`config.mk`:
```
export PLATFORM = sky130hd
export DESIGN_NAME = bstmc_ctrl
export DESIGN_NICKNAME = d
export VERILOG_FILES = /design/src/sv/bstmc_pkg.sv /design/src/sv/bstmc_ctrl.sv
export SDC_FILE = /design/constraint.sdc
export NUM_CORES = 1
export LEC_CHECK = 0
export BUFFER_PORTS_ARGS = -buffer_cell sky130_fd_sc_hd__buf_2
export CAP_MARGIN = 30
export CORE_AREA = 4 4 41 43
export CTS_BUF_LIST = sky130_fd_sc_hd__clkbuf_4 sky130_fd_sc_hd__clkbuf_8
export CTS_CLUSTER_SIZE = 30
export DETAILED_ROUTE_END_ITERATION = 10
export DIE_AREA = 0 0 45 47
export SLEW_MARGIN = 20
export SYNTH_ARGS = -nofsm -noshare
export SYNTH_HDL_FRONTEND = slang
export SYNTH_SLANG_ARGS = --single-unit
export TNS_END_PERCENT = 10
```
`constraint.sdc`:
```
create_clock -name i_clk -period 1.67 [get_ports i_clk]
set_input_delay 0.334 -clock i_clk [delete_from_list [all_inputs] [get_ports i_clk]]
set_output_delay 0.334 -clock i_clk [all_outputs]
set_load 0.005 [all_outputs]
```
`src/sv/bstmc_pkg.sv`:
```
// ----------------------------------------------------------------------------
// bstmc_pkg: shared types and constants
// constants, op codes, state encoding and the slot hash for the stamp table unit
// ----------------------------------------------------------------------------
`default_nettype none
package bstmc_pkg;
    localparam int TABLE_INDEX_BITS = 12;
    localparam int SAMPLE_SLOTS     = 8;
    localparam int PHASE_BUCKETS    = 16;
    localparam int COUNTER_BITS     = 48;
    localparam int ADDR_W           = 48;
    localparam logic [63:0] GOLDEN  = 64'h9e3779b97f4a7c15;

    localparam logic [1:0] OP_NOTE     = 2'd0;
    localparam logic [1:0] OP_CLASSIFY = 2'd1;
    localparam logic [1:0] OP_READ     = 2'd2;
    localparam logic [1:0] OP_CLEAR    = 2'd3;

    localparam logic [1:0] MK_NONE  = 2'd0;
    localparam logic [1:0] MK_BARE  = 2'd1;
    localparam logic [1:0] MK_LOST  = 2'd2;
    localparam logic [1:0] MK_EARLY = 2'd3;

    localparam logic [4:0] RD_NOTES  = 5'd0;
    localparam logic [4:0] RD_WRAPS  = 5'd1;
    localparam logic [4:0] RD_MISS0  = 5'd2;
    localparam logic [4:0] RD_BUCKET = 5'd8;
    localparam logic [4:0] RD_SAMPLE = 5'd24;

    // config register indexes
    localparam logic CFG_ENABLE = 1'b0;
    localparam logic CFG_LIMIT  = 1'b1;

    // census counter slots, in read order after RD_MISS0
    localparam int MC_MISS  = 0;
    localparam int MC_BARE  = 1;
    localparam int MC_LOW   = 2;
    localparam int MC_HIGH  = 3;
    localparam int MC_LOST  = 4;
    localparam int MC_EARLY = 5;

    typedef enum logic [6:0] {
        S_CLEAR = 7'b0000001,
        S_IDLE  = 7'b0000010,
        S_HASH  = 7'b0000100,
        S_MUL   = 7'b0001000,
        S_READ  = 7'b0010000,
        S_EXEC  = 7'b0100000,
        S_OUT   = 7'b1000000
    } t_state;

    // controller to datapath
    typedef struct packed {
        logic clr_step;   // clear one table slot per cycle
        logic load;       // capture input item
        logic hash;       // folded address stage
        logic mul;        // multiply stage, table read issued
        logic exec;       // update state and build result
    } t_cmd;

    typedef struct packed {
        logic clr_done;
    } t_sts;
endpackage
`default_nettype wire

```
`src/sv/bstmc_ctrl.sv`:
```
// ----------------------------------------------------------------------------
// bstmc_ctrl: sequencer
// walks one item through hash, multiply, table read and update steps
// ----------------------------------------------------------------------------
`default_nettype none
module bstmc_ctrl (
    input  wire                 i_clk,
    input  wire                 i_rst_n,
    input  wire                 i_in_valid,
    output logic                o_in_ready,
    output logic                o_out_valid,
    input  wire                 i_out_ready,
    input  bstmc_pkg::t_sts     i_sts,
    output bstmc_pkg::t_cmd     o_cmd
);
    bstmc_pkg::t_state r_state, n_state;

    always_comb begin
        n_state = r_state;
        o_cmd   = '0;
        unique case (r_state)
            bstmc_pkg::S_CLEAR: begin
                o_cmd.clr_step = 1'b1;
                if (i_sts.clr_done) n_state = bstmc_pkg::S_IDLE;
            end
            bstmc_pkg::S_IDLE: begin
                if (i_in_valid) begin
                    o_cmd.load = 1'b1;
                    n_state = bstmc_pkg::S_HASH;
                end
            end
            bstmc_pkg::S_HASH: begin
                o_cmd.hash = 1'b1;
                n_state = bstmc_pkg::S_MUL;
            end
            bstmc_pkg::S_MUL: begin
                o_cmd.mul = 1'b1;
                n_state = bstmc_pkg::S_READ;
            end
            bstmc_pkg::S_READ: n_state = bstmc_pkg::S_EXEC;
            bstmc_pkg::S_EXEC: begin
                o_cmd.exec = 1'b1;
                n_state = bstmc_pkg::S_OUT;
            end
            bstmc_pkg::S_OUT: begin
                if (i_out_ready) n_state = bstmc_pkg::S_IDLE;
            end
            default: n_state = bstmc_pkg::S_IDLE;
        endcase
    end

    assign o_in_ready  = (r_state == bstmc_pkg::S_IDLE);
    assign o_out_valid = (r_state == bstmc_pkg::S_OUT);

    always_ff @(posedge i_clk) begin
        if (!i_rst_n) begin
            r_state <= bstmc_pkg::S_CLEAR;
        end else begin
            r_state <= n_state;
        end
    end
endmodule
`default_nettype wire

```
==> results_tabular.tex <==
\begin{tabular}{lr}
\hline
Metric & Value \\
\hline
\multicolumn{2}{l}{\textbf{Drt}} \\
\quad Routed Antenna Nets & 0 \\
\quad DR vias/cell & 5.06 \\
\quad Post-DR wirelength/cell & 11.9 um \\
\quad 1st-iter DRT viols & 10 \\
\quad Post-detailed-route DRC marker count & 0 \\
\quad Total wirelength of the detailed-routed design & 962 um \\
\quad Number of search-and-repair iterations in the first detailed-routing pass & 4 \\
\quad Vias after detailed routing & 410 \\
\multicolumn{2}{l}{\textbf{STA}} \\
\quad Total setup violations reported at the end of the flow & 0 \\
\quad Time the final worst path needs with I/O delays and setup & 1.67 ns \\
\quad Tightest hold margin & 0.369 ns \\
\quad Clock skew after layout & 0.00521 ns \\
\quad Final hold vios & 0 \\
\quad Highest clock frequency the design can meet & 599 MHz \\
\quad Fraction of the cycle the final worst path needs & 0.999 \\
\quad Setup repair after global routing missed its margin & true \\
\quad Transition at the pin with the smallest max-transition slack & 0.360 ns \\
\quad Headroom to the max-slew limit & 0.759 \\
\quad Max-slew violation total from the final report & 0 \\
\quad Final setup margin & 0.00146 ns \\
\multicolumn{2}{l}{\textbf{Critical path}} \\
\quad Destination of the worst register-to-register timing path & r\_state[3] \\
\quad CP max stage delay & 0.36 ns \\
\quad R2R setup slack & 0.31 ns \\
\quad Largest delay share family, worst path & simple AND/OR/NAND/NOR gates \\
\quad Kind of critical path & flop to output pin \\
\quad Worst Path Max Fanout & 6 \\
\quad CP required & 1.34 ns \\
\quad Cell with the biggest individual delay on the critical path & dfxtp\_4 \\
\quad Category of the worst setup path launch point & flop \\
\quad Reg-to-reg critical path startpoint & r\_state[0] \\
\quad CP endpoint kind & output pin \\
\quad R2r worst-path depth & 4 \\
\quad Data arrival time at the worst-slack endpoint & 1.33 ns \\
\quad Series of cell instances along the critical path & nor3\_4 > nand2\_2 > nor3b\_2 > and2\_1 > buf\_2 \\
\quad Critical path buffers and inverters & 1 \\
\multicolumn{2}{l}{\textbf{Yosys}} \\
\quad Multiplexer area fraction after synthesis & 0 \\
\quad Post-synth EDFFs & 0 \\
\quad Primary flip-flop cell chosen by synthesis mapping & dfxtp\_1 \\
\quad Netlist area before placement & 418 um\^{}2 \\
\quad Number of nets in the synthesized netlist & 52 \\
\quad Post-synthesis share of cell area spent on full adders, half adders and majority gates & 0 \\
\quad Ys async rst share & 0 \\
\quad Main combinational cell family by area after synthesis & simple AND/OR/NAND/NOR gates \\
\quad Portion of the post-synthesis area used by sequential elements & 0.335 \\
\quad Number of synthesis warnings & 0 \\
\quad Number of distinct library cell variants in the gate-level netlist after synthesis & 22 \\
\quad Post-synthesis register bit count & 7 \\
\quad Mapped Cells & 47 \\
\quad Xor-xnor portion of the synthesized cell area & 0.0210 \\
\quad Average footprint of a synthesized cell & 8.89 um\^{}2 \\
\quad Fraction of the mapped netlist area in compound gates & 0.108 \\
\quad Simple-Gate Fraction of Synth Area & 0.500 \\
\multicolumn{2}{l}{\textbf{Place}} \\
\quad Post-detail-place hpwl & 713 um \\
\quad Number of cells in the design after placement & 73 \\
\quad Final weighted congestion in routability-driven placement & 0.792 \\
\quad Pre-CTS worst setup slack & 0.145 ns \\
\quad Port Buf Inserts & 11 \\
\multicolumn{2}{l}{\textbf{Cells and area}} \\
\quad Fill cell total of the finished layout & 134 \\
\quad Final cell count without fillers & 81 \\
\quad Largest registers & r\_state x7 \\
\quad Post-layout net count & 72 \\
\quad Area growth from synthesis to layout & 42.5\% \\
\quad Layout cells sized above 1 & 0.591 \\
\quad Number of flip-flops in the largest register & 7 \\
\quad Largest reg by FF count & r\_state \\
\quad Commonest non-fill, non-tap cell in the layout & buf\_2 \\
\quad Final standard cell utilization of the core & 0.458 \\
\quad Number of inserted diodes & 0 \\
\quad Most frequent cells in the layout & buf\_2 (10), nor3b\_2 (5), buf\_4 (5), dfxtp\_2 (5), clkbuf\_4 (4) \\
\multicolumn{2}{l}{\textbf{Job}} \\
\quad Max-cap check violation count & 0 \\
\multicolumn{2}{l}{\textbf{GRT}} \\
\quad Number of global-route vias before repair & 384 \\
\quad Number of antenna violations at the first check in global routing & 0 \\
\quad Maximum number of pins on one net before global-route repair & 9 \\
\quad Residual overflow from global routing & 0 \\
\quad First-pass GRT wire length & 1.55 mm \\
\quad Global Route Usage Sum & 0.111 \\
\multicolumn{2}{l}{\textbf{Clock network}} \\
\quad Skew-Pair Late Insertion Delay & 0.26 ns \\
\quad Clock root buffer & clkbuf\_4 \\
\quad Clock sink total & 7 \\
\quad Hold buffers post-CTS & 0 \\
\quad TritonCTS buffer count & 3 \\
\quad Clock tree from TritonCTS & done \\
\quad \# H-tree levels & 1 \\
\quad Reg clk slew, reported paths & 0.06 ns \\
\quad Maximum clock path buffer count & 2 \\
\multicolumn{2}{l}{\textbf{Die}} \\
\quad Core region area & 1300 um\^{}2 \\
\quad Die width & 45 um \\
\quad Chip height & 47 um \\
\quad Initial Utilization & 0.321 \\
\quad Standard-cell row count & 13 \\
\quad I/O Pins & 12 \\
\quad Total die area & 2120 um\^{}2 \\
\multicolumn{2}{l}{\textbf{Run status}} \\
\quad Run status & finished clean \\
\multicolumn{2}{l}{\textbf{Min path}} \\
\quad Class of the tightest hold or removal check & input pin to flop \\
\quad Hold path endpoint & r\_state[2] \\
\quad Worst hold stages & 2 \\
\quad Critical hold path startpoint & i\_rst\_n \\
\multicolumn{2}{l}{\textbf{Power and ir drop}} \\
\quad Max IR drop VDD & 0.000321 V \\
\quad Power per cell area & 740 nW/um\^{}2 \\
\quad Leakage dissipation & 0.000261 uW \\
\hline
\end{tabular}
==> per-layer routing <==
layer	track usage	part of all wire	wire (um)	vias up
met2	0.169	0.43	410	10
met3	0.0421	0.072	69	4
met4	0.123	0.031	30	0
met5	0	0	0	-
li1	-	-	-	210
met1	0.110	0.47	452	186
==> power by group <==
group	total, uW	internal (uW)	leakage, uW	switching (uW)
Clock	176	108	0.0000184	68.4
Sequential	187	173	0.0000601	14.1
Combinational	77.7	41.8	0.000182	35.9
==> timing repair <==
action                                  4_1_cts  5_1_grt
pin swaps                                     4        8
setup buffers                                 2        2
endpoints found under the setup margin        3        7
gates resized for setup                       4       10
==> through the flow <==
step	setup TNS [ns]	total power [uW]	area [um^2]
floorplan	0	229	418
global placement	0	255	492
detailed placement	0	256	492
CTS	-0.0680	441	543
global route	-0.318	467	596
finish	0	441	596
==> worst max-delay path by stage <==
stage               start        to  cells after the start
3_5_place_dp   r_state[4]  o_cmd[3]                      5
3_3_place_gp   r_state[4]  o_cmd[3]                      5
5_1_grt        r_state[5]  o_cmd[3]                      5
6_report       r_state[5]  o_cmd[3]                      5
4_1_cts        r_state[6]  o_cmd[3]                      5
2_1_floorplan  r_state[4]  o_cmd[3]                      4
==> cell usage after synthesis, types with 2 or more instances <==
cell type	n	area, um^2
nor3b_1	5	37.5
nor3b_2	3	37.5
nand2_1	4	15.0
o21ai_0	3	15.0
nor3_2	3	30.0
inv_1	2	7.51
dfxtp_1	7	140
nor2_1	4	15.0
and4_1	2	17.5
nand3_1	2	10.0
==> worst reg2reg max path: stages (launching register included) <==
cell and delay [ns]:
dfxtp_1 0.47, nor3b_1 0.10, o211ai_1 0.35, nand2_1 0.15, nor4b_2 0.21
==> logic make-up (layout without fill, tap and decap cells) <==
logic type,Yosys count,count (layout)
AO/OA/AOI/OAI,7,7
XOR/XNOR,1,1
buffers and inverters,3,22
flip-flops,7,7
AND/OR/NAND/NOR,29,29
==> cell type report <==
type | instances | area (um^2) | area share
clock buffers | 4 | 30.0 | 0.0504
inverters | 2 | 7.51 | 0.0126
multi-input cells | 37 | 290 | 0.487
flip-flops and latches | 7 | 150 | 0.252
well taps | 15 | 18.8 | 0.0315
repair buffers | 16 | 98.8 | 0.166
(Power assumes the default switching activity.)
